--- src/ismpq_pkg.sv ---
package ismpq_pkg;

  localparam int unsigned Capacity   = 64;
  localparam int unsigned ElementIds = 256;

  typedef enum logic [1:0] {
    ActInsert = 2'd0,
    ActExtract = 2'd1,
    ActFind = 2'd2,
    ActModify = 2'd3
  } action_e;

  typedef enum logic [2:0] {
    StOk = 3'd0,
    StEmpty = 3'd1,
    StNotFound = 3'd2,
    StFull = 3'd3,
    StDuplicate = 3'd4
  } status_e;

  typedef enum logic [2:0] {
    SIdle,
    SMark,
    SDelete,
    SInsert,
    SShift,
    SDone
  } state_e;

  typedef enum logic [1:0] {
    CellHold,
    CellInsert,
    CellDelete,
    CellShift
  } cell_op_e;

  typedef struct packed {
    logic               valid;
    logic [7:0]         element;
    logic signed [31:0] priority_val;
    logic [31:0]        sequence_val;
  } entry_t;

  typedef struct packed {
    cell_op_e op;
    entry_t   key;
  } cell_cmd_t;

  typedef struct packed {
    action_e            action;
    logic [7:0]         element_id;
    logic signed [31:0] priority_req;
  } req_t;

  typedef struct packed {
    logic [7:0]         out_element;
    logic signed [31:0] out_priority;
    status_e            status;
    logic [6:0]         count;
  } rsp_t;

  // higher priority wins, older sequence breaks ties
  function automatic logic ranks_above(entry_t a, entry_t b);
    logic r;
    if (a.priority_val != b.priority_val) r = a.priority_val > b.priority_val;
    else r = a.sequence_val < b.sequence_val;
    return r;
  endfunction

endpackage

--- src/ismpq_cell.sv ---
module ismpq_cell (
  input  logic                  clk_i,
  input  logic                  rst_ni,
  input  ismpq_pkg::cell_cmd_t  cmd_i,
  input  ismpq_pkg::entry_t     left_i,
  input  ismpq_pkg::entry_t     right_i,
  input  logic                  left_above_i,
  output ismpq_pkg::entry_t     entry_o,
  output logic                  above_o,
  output logic                  match_o
);

  ismpq_pkg::entry_t entry_q, entry_d;

  always_comb begin
    above_o = entry_q.valid && ismpq_pkg::ranks_above(entry_q, cmd_i.key);
    match_o = entry_q.valid && (entry_q.element == cmd_i.key.element);
    entry_d = entry_q;
    unique case (cmd_i.op)
      ismpq_pkg::CellHold: entry_d = entry_q;
      // sorted chain: first cell not above the key takes it, the rest shift right
      ismpq_pkg::CellInsert: begin
        if (above_o) entry_d = entry_q;
        else if (left_above_i) entry_d = cmd_i.key;
        else entry_d = left_i;
      end
      ismpq_pkg::CellDelete: begin
        if (above_o) entry_d = entry_q;
        else entry_d = right_i;
      end
      ismpq_pkg::CellShift: entry_d = right_i;
      default: entry_d = entry_q;
    endcase
  end

  always_ff @(posedge clk_i or negedge rst_ni) begin
    if (!rst_ni) begin
      entry_q <= '0;
    end else begin
      entry_q <= entry_d;
    end
  end

  assign entry_o = entry_q;

endmodule

--- config.mk ---
export PLATFORM = sky130hd
export DESIGN_NAME = ismpq_cell
export DESIGN_NICKNAME = d
export VERILOG_FILES = /design/src/ismpq_pkg.sv /design/src/ismpq_cell.sv
export SDC_FILE = /design/constraint.sdc
export NUM_CORES = 1
export LEC_CHECK = 0
export BUFFER_PORTS_ARGS = -buffer_cell sky130_fd_sc_hd__buf_4
export CORE_ASPECT_RATIO = 1.4
export CORE_MARGIN = 10
export CORE_UTILIZATION = 30
export DETAILED_ROUTE_END_ITERATION = 16
export PLACE_DENSITY = 0.67
export SETUP_SLACK_MARGIN = 0.2
export SKIP_CTS_REPAIR_TIMING = 1
export SLEW_MARGIN = 20
export SYNTH_ARGS = -nofsm -noshare
export SYNTH_HDL_FRONTEND = slang
export SYNTH_SLANG_ARGS = --single-unit
export TNS_END_PERCENT = 50
--- constraint.sdc ---
create_clock -name clk_i -period 8.5 [get_ports clk_i]
set_input_delay 0 -clock clk_i [delete_from_list [all_inputs] [get_ports clk_i]]
set_output_delay 0 -clock clk_i [all_outputs]
set_load 0.01 [all_outputs]
* After elaboration in Yosys (flattened, before gate mapping)
Cells that the tools add are included.
** Storage, ports and cells
- Register bits after elaboration :: 73
- Bits in latches :: 0
- Bits in writable memories :: 0
- Memory bits (read-only) :: 0
- Input bits :: 224
- Output and inout port bits :: 75
- Memories kept :: 0
** Cells by class
- Add/subtract/negate cells :: 0
- Multipliers :: 0
- Div/mod/pow operators :: 0
- Magnitude comparators :: 2
- Equal/unequal tests :: 7
- Shifts and indexed selects :: 0
- Mux-type cells :: 5
- Bitwise logic cells :: 1
- Reductions and logical operators :: 4
** Operators by type and width (number)
- two-way mux 73 bit :: 3
- case mux 73 bit (3 select lines) :: 1
- greater-than comparator 32 bit :: 1
- < comparator 32 bit :: 1
- != test 32 bit :: 1
- == test 8 bit :: 1
- == test 2 bit, second input constant :: 2
- != test 2 bit, second input constant :: 2
- AND reduction 3 bit :: 1
- == test 2 x 1 -> 1 bit, second input constant :: 1
- logical AND 1 bit :: 2
- zero test 2 bit :: 1
- two-way mux 1 bit :: 1
- NOT 1 bit :: 1

* Longest topological paths before layout
Gate-level depths: netlist (run 1).
- Depth in word-level cells :: 5
- Mapped depth :: 12

* Worst setup path after synthesis (run 1)
No wires, ideal clock.
- Path kind :: reg-to-reg
- Start :: reg entry_q (netlist bit entry_o[47])
- End :: reg entry_q (netlist bit entry_o[1])
- Library setup time :: 0.132 ns
- Arrival time :: 2.892 ns
- Data required time :: 8.368 ns
- Slack :: 5.476 ns
- Stages on the path, launching flop included :: 12
- Period minus slack after synthesis :: 3.024 ns
- Path through :: dfrtp_1 ha_1 nand4_1 nor4_1 nand3_2 or4_1 o22ai_2 nor2_1 nor3b_1 buf_4 buf_6 a221oi_1
** Between the ends
- Cells in the longest elaborated chain, start to end :: 5
** Ends and longest elaborated chain
- start: declaration :: RTL line ismpq_cell.sv:13 : ismpq_pkg::entry_t entry_q, entry_d;
- start signal: assignment :: RTL line ismpq_cell.sv:40 : entry_q <= entry_d;
- greater-than comparator 32 bit or != test 32 bit (tied branches) :: RTL line ismpq_pkg.sv:65 : if (a.priority_val != b.priority_val) r = a.priority_val > b.priority_val;
- two-way mux 1 bit * :: RTL line ismpq_pkg.sv:65
- logical AND 1 bit * :: RTL line ismpq_cell.sv:16 : above_o = entry_q.valid && ismpq_pkg::ranks_above(entry_q, cmd_i.key);
- named net above_o :: RTL line ismpq_cell.sv:9 : output logic above_o,
- != test 2 bit (no line)
- AND reduction 3 bit (no line) *
The timed path passes the listed nets; every way through them passes the cells marked *.
A chain may end at the register's enable or synchronous reset.

* Worst setup path in the final report (run 1)
- Start :: reg entry_q (netlist bit entry_o[42])
- End :: reg entry_q (netlist bit entry_o[69])
** Between the ends
- Cells in the longest elaborated chain, start to end :: 5
** Ends and longest elaborated chain (RTL line)
- greater-than comparator 32 bit or != test 32 bit (tied branches) :: ismpq_pkg.sv:65
- two-way mux 1 bit * :: ismpq_pkg.sv:65
- logical AND 1 bit * :: ismpq_cell.sv:16
- != test 2 bit (no line)
- AND reduction 3 bit (no line) *
Mark *: on every way between the ends. The rest lies on a longest branch, timed or not.

==> results.sh, run 1 <==
export IMPL_status="complete, but fails checks"
export IMPL_violations="negative hold slack"
export IMPL_antenna_found_initial=0
export IMPL_yosys_most_used_dff="dfrtp_1"
export IMPL_clk_latency_ps=350
export IMPL_clk_pin_slew_ps=70
export IMPL_viasPerCell=4.81
export IMPL_ys_types=50
export IMPL_tightest_slew_ps=798
export IMPL_grt_pass1_wl_um=34500
export IMPL_syn_area_um2=6270
export IMPL_dpl_cell_area_um2=8590
export IMPL_die_h_um=191
export IMPL_initial_core_util_pct=30.5
export IMPL_rrSetupSlack_ps=4720
export IMPL_drc=0
export IMPL_r2r_start="entry_o[42]"
export IMPL_numPortBuffers=298
export IMPL_cp_arrival_ps=3970
export IMPL_fin_crit_sh_pct=44.5
export IMPL_finalPower_uw=2300
export IMPL_slew_violations=0
export IMPL_synth_seq_cells=73
export IMPL_pin_count=299
export IMPL_crit_fanout=38
export IMPL_hold_violations=6
export IMPL_syn_to_final_growth_pct=52.8
export IMPL_core_um2=20600
export IMPL_grt_pass1_vias=6301
export IMPL_vias=6028
export IMPL_final_antenna_net_count=0
export IMPL_die_w_um=142
export IMPL_p_per_area_nw_per_um2=240
export IMPL_final_core_util_pct=46.6
export IMPL_leakage_uw=0.00501
export IMPL_drt_wl_total_um=23500
export IMPL_seq_area_frac_synth_pct=29.1
export IMPL_critPathLaunchType="flop"
export IMPL_dr_first_iter_drc_count=224
export IMPL_wl_per_cell_um=18.7
export IMPL_min_delay_path_depth=3
export IMPL_multi_input_area_um2=3630
export IMPL_track_usage_pct=16.1
export IMPL_regArea_um2=1830
export IMPL_largest_reg_flops=73
export IMPL_cts_max_level=3
export IMPL_fillCellCount=1968
export IMPL_core_rowCount=62
export IMPL_async_flop_share_pct=100
export IMPL_end_kind="flop"
export IMPL_cts_tree="built"
export IMPL_max_clock_freq_mhz=264
export IMPL_syn_nets=925
export IMPL_gr_total_overflow=0
export IMPL_cp_endpoint="entry_o[69]"
export IMPL_slew_limit_headroom_pct=46.7
export IMPL_gp_congestion=0.794
export IMPL_hold_class="input port to flop"
export IMPL_r2r_cells=10
export IMPL_die_area_um2=27200
export IMPL_drv_cap=0
export IMPL_setup_viol=0
export IMPL_fin_crit_ps=3780
export IMPL_clock_sinks=73
export IMPL_critPathKind="flop to flop"
export IMPL_cts_buffer_depth=2
export IMPL_cp_startpoint="entry_o[42]"
export IMPL_final_net_count=1279
export IMPL_synthCells=638
export IMPL_cts_inserted_buffers=9
export IMPL_crit_required_ps=8690
export IMPL_reg2reg_to="entry_o[69]"
export IMPL_vdd_ir_drop_max_uv=115
export IMPL_ys_warnings_count=0
export IMPL_drive_gt1_share_pct=39.9
export IMPL_grt_setup_unrepaired="false"
export IMPL_grt_max_degree=74
export IMPL_hold_ws_ps=-38.0
export IMPL_firstDrtPassIters=4
export IMPL_clock_skew_ps=13.3
export IMPL_cts_root_buf="clkbuf_16"
export IMPL_synth_edf_count=0
export IMPL_antenna_cells=0
export IMPL_hpwl_um=18400
export IMPL_tns_ps=0
export IMPL_postSynthAreaPerCell_um2=9.83
export IMPL_fin_area_um2=9580
cell type report:
class,count,share of cell area (%)
clock buffers,10,2.39
multi-input cells,397,37.9
inverters,137,5.37
clock inverters,6,0.718
well taps,256,3.34
repair buffers,374,31.2
flip-flops and latches,73,19.1
critical path, stage by stage, from the launching register on:
cell and delay (ps):
dfrtp_1 410, ha_1 330, nand4_1 160, nor4_1 610, nand3_2 150, or4_1 550
o22ai_2 290, nor2_1 130, nor3b_2 220, buf_4 600, a221oi_2 150
power by group:
part           switching (µW)  internal, µW  leakage [µW]  total (µW)
clock network             164           229      0.000143         393
registers                 138           498      0.000811         637
logic                     647           624       0.00406        1270
total                     950          1350       0.00501        2300
routing by layer:
layer / global-route usage, % / vias up / part of all wire [%]
met5: 0 / - / 0
met4: 6.11 / 0 / 2.1
met3: 4.12 / 26 / 6.0
met2: 29.8 / 171 / 55
met1: 16.9 / 2868 / 37
li1: - / 2963 / -
worst min path at each step:
stage                     start     endpoint  slack (ps)
detailed placement       rst_ni  entry_o[55]         260
global placement         rst_ni  entry_o[54]         250
finish              right_i[44]  entry_o[44]         -40
CTS                      rst_ni  entry_o[53]        -120
floorplan                rst_ni   entry_o[0]        -300
global route        right_i[55]  entry_o[55]           1
metrics by stage:
step / hold slack, ps / setup slack (ps) / instances
finish: -38.0 / 4720 / 1253
global route: 1.07 / 4430 / 1253
CTS: -123 / 4530 / 1184
detailed placement: 258 / 4560 / 1168
global placement: 252 / 4560 / 1168
floorplan: -296 / 5480 / 638
cells in the final DEF, fill, tap and decap left out, drive strengths merged, types with 2 or more instances in the layout:
cell           n
a2111oi        2
a211oi         2
a21boi         2
a21oi         20
a221oi        73
a31oi          3
and4           3
buf          305
clkbuf        10
clkinv         4
dfrtp         73
dlygate4sd3   69
ha            63
inv          137
mux2i         73
nand2         11
nand2b         3
nand3          9
nand4          8
nor2          79
nor3           2
nor4           4
o211ai         3
o21a           3
o21ai          9
o21bai         2
xor2           7
cells in the mapped netlist (2+ instances only):
| cell type | number | area [µm²] |
|---|---|---|
| a211oi_1 | 2 | 15.0 |
| a21boi_0 | 2 | 15.0 |
| a21oi_1 | 20 | 100 |
| a221oi_1 | 3 | 26.3 |
| a221oi_2 | 70 | 1050 |
| a31oi_1 | 3 | 18.8 |
| and4_1 | 3 | 26.3 |
| buf_12 | 7 | 140 |
| buf_6 | 7 | 78.8 |
| clkbuf_1 | 15 | 56.3 |
| dfrtp_1 | 73 | 1830 |
| ha_1 | 63 | 788 |
| inv_1 | 137 | 514 |
| mux2i_1 | 73 | 731 |
| nand2_1 | 11 | 41.3 |
| nand2b_1 | 3 | 18.8 |
| nand3_1 | 7 | 35.0 |
| nand3_2 | 2 | 20.0 |
| nand4_1 | 8 | 50.1 |
| nor2_1 | 79 | 297 |
| nor4_1 | 3 | 18.8 |
| o211ai_1 | 3 | 22.5 |
| o21a_1 | 3 | 22.5 |
| o21ai_0 | 9 | 45.0 |
| xor2_1 | 7 | 61.3 |
cells by family (layout without fill, tap and decap cells):
group | after synthesis | count (layout) | share of synthesized area [%]
compound gates | 127 | 127 | 23.1
buf+inv | 168 | 527 | 13.0
flops | 73 | 73 | 29.1
mux | 73 | 73 | 11.7
xor+xnor | 8 | 8 | 1.12
simple gates | 126 | 126 | 9.46
fa+ha+maj | 63 | 63 | 12.6
Power figures use the tool's default switching activity.
==> inputs of run 2 (changes only) <==
Settings changed: PLACE_DENSITY 0.67 to 0.69.
Clock period 8.5 ns to 3.1 ns, I/O delays scaled along.
==> run 2 against run 1 <==
  * The flow finishes with violations (negative hold slack, negative setup slack)
  * Non-clock buffer count up 20
  * Utilization up 3.4 points
  * Global-route usage up 0.19 points
  * Fmax up 21%
  * Setup slack worse by 4700 ps
  * Register-to-register slack worse by 4700 ps
  * Clock power rose to 3.0 times the previous value
  * Sequential share of layout area down 1.3 points
  * Routed wire length up 8.3%
  * Design area up 7.3%
  * Via count up 3.6%
  * Clock skew down 1.8 ps
  * Critical path type unchanged
  * Critical endpoint is now entry_o[54]
  * Largest power group unchanged
  * Highest routed layer unchanged
==> results.sh, run 2 (synthesized netlist as in run 1, its figures left out) <==
export IMPL_antenna_found_initial=0
export IMPL_cts_root_buf="clkbuf_16"
export IMPL_final_antenna_net_count=0
export IMPL_vdd_ir_drop_max_uv=329
export IMPL_crit_fanout=8
export IMPL_grt_pass1_wl_um=35000
export IMPL_pin_count=299
export IMPL_power_switching_uw=2840
export IMPL_numPortBuffers=298
export IMPL_end_kind="flop"
export IMPL_slew_violations=0
export IMPL_initial_core_util_pct=30.5
export IMPL_power_share_clock_pct=16.6
export IMPL_hpwl_um=18800
export IMPL_p_per_area_nw_per_um2=689
export IMPL_firstDrtPassIters=4
export IMPL_grt_max_degree=74
export IMPL_status="complete, but fails checks"
export IMPL_final_common_cell="buf_4"
export IMPL_seqPwrFrac_pct=24.9
export IMPL_critPathKind="flop to flop"
export IMPL_cts_inserted_buffers=9
export IMPL_gr_total_overflow=0
export IMPL_switching_share_pct=40.1
export IMPL_max_stage_delay_ps=450
export IMPL_vias=6244
export IMPL_clk_latency_ps=340
export IMPL_fin_crit_ps=3130
export IMPL_clk_pin_slew_ps=70
export IMPL_dpl_cell_area_um2=8840
export IMPL_syn_to_final_growth_pct=63.9
export IMPL_layout_setup_ws_ps=-26.6
export IMPL_cp_arrival_ps=3370
export IMPL_drive_gt1_share_pct=43.7
export IMPL_crit_required_ps=3350
export IMPL_crit_path_top_delay_cell="or4_4"
export IMPL_drt_wl_total_um=25400
export IMPL_drc=0
export IMPL_slew_limit_headroom_pct=49.0
export IMPL_grt_pass1_vias=6327
export IMPL_pwr_share_comb_pct=58.5
export IMPL_final_net_count=1300
export IMPL_clock_skew_ps=11.6
export IMPL_max_clock_freq_mhz=320
export IMPL_layout_common_cells="buf_4 (314), inv_1 (137), nor2_1 (78)"
export IMPL_critPathLaunchType="flop"
export IMPL_largest_reg_flops=73
export IMPL_gp_congestion=0.841
export IMPL_leakage_uw=0.00527
export IMPL_hold_violations=7
export IMPL_track_usage_pct=16.3
export IMPL_path_cells="ha_4 -> nand4_1 -> nor4_2 -> buf_4 -> nand3_4 -> or4_4 -> o22ai_4 -> o21a_4 -> o21bai_4 -> clkbuf_16 -> a221oi_2"
export IMPL_drv_cap=0
export IMPL_final_core_util_pct=50.0
export IMPL_clock_sinks=73
export IMPL_die_area_um2=27200
export IMPL_core_rowCount=62
export IMPL_wl_per_cell_um=19.9
export IMPL_fin_crit_sh_pct=101
export IMPL_die_w_um=142
export IMPL_dr_first_iter_drc_count=203
export IMPL_fin_cells=1275
export IMPL_setup_viol=16
export IMPL_grt_setup_unrepaired="true"
export IMPL_fillCellCount=1853
export IMPL_fin_area_um2=10300
export IMPL_viasPerCell=4.90
export IMPL_tightest_slew_ps=764
export IMPL_hold_class="input port to flop"
export IMPL_cts_buffer_depth=2
export IMPL_hold_ws_ps=-31.4
export IMPL_placedCellCount=1181
export IMPL_intPower_uw=4240
export IMPL_cts_max_level=3
export IMPL_cts_tree="built"
export IMPL_die_h_um=191
export IMPL_core_um2=20600
export IMPL_violations="negative hold slack, negative setup slack"
-- run 2: cell count changes in the layout (fill, tap and decap cells not counted), moves of 2 or more --
cell	change
dlygate4sd3_1	-11
buf_12	+10
buf_4	+10
a221oi_4	+8
clkbuf_16	+7
ha_1	-7
ha_4	+7
a221oi_2	-6
clkbuf_8	+5
buf_6	+3
clkinv_4	-3
a221oi_1	-2
-- run 2: cell type report --
type	instances	area, µm²	area share, %
Antenna cell	1	2.50	0.0244
Clock buffer	15	298	2.90
Clock inverter	1	30.0	0.292
Inverter	137	514	5.00
Multi-Input combinational cell	398	3910	38.1
Sequential cell	73	1830	17.8
Tap cell	256	320	3.12
Timing Repair Buffer	394	3370	32.8
-- run 2: final timing paths --
check	cells past startpoint	start	endpoint	slack (ps)
worst max-delay path	11	entry_o[43]	entry_o[54]	-30
worst min-delay path	3	right_i[57]	entry_o[57]	-30
worst max register to register	11	entry_o[43]	entry_o[54]	-30
worst min register to register	2	entry_o[46]	entry_o[46]	560
max in group asynchronous	2	rst_ni	entry_o[26]	2290
min in group asynchronous	2	rst_ni	entry_o[8]	260
-- run 2: routing by layer --
metal | vias to the layer above | part of all wire (%) | track usage (%)
met1 | 3007 | 39 | 17.7
met5 | - | 0 | 0
li1 | 3023 | - | -
met4 | 0 | 1.7 | 4.33
met3 | 28 | 6.5 | 4.87
met2 | 186 | 53 | 29.8
-- run 2: power by group through the flow --
stage / registers [µW] / clock network [µW] / logic [µW]
after global routing: 1820 / 1230 / 4530
after CTS: 1760 / 1190 / 3620
after floorplan: 1880 / 0 / 2000
after detailed placement: 1770 / 0 / 3610
final: 1760 / 1170 / 4150
after global placement: 1750 / 0 / 3560
-- run 2: critical path: cells and delay by family, from the launching register on --
kind	cells	cell delay [ps]
simple gates	4	990
flops	1	430
buf+inv	2	400
fa+ha+maj	1	290
compound gates	4	930
-- run 2: stage by stage --
| stage | setup slack [ps] | setup TNS, ps | power, µW |
|---|---|---|---|
| after floorplan | 189 | 0 | 3880 |
| after global placement | -28.3 | -39.1 | 5310 |
| after detailed placement | -41.5 | -480 | 5380 |
| after CTS | -63.9 | -1920 | 6570 |
| after global routing | -183 | -11160 | 7580 |
| final | -26.6 | -175 | 7080 |
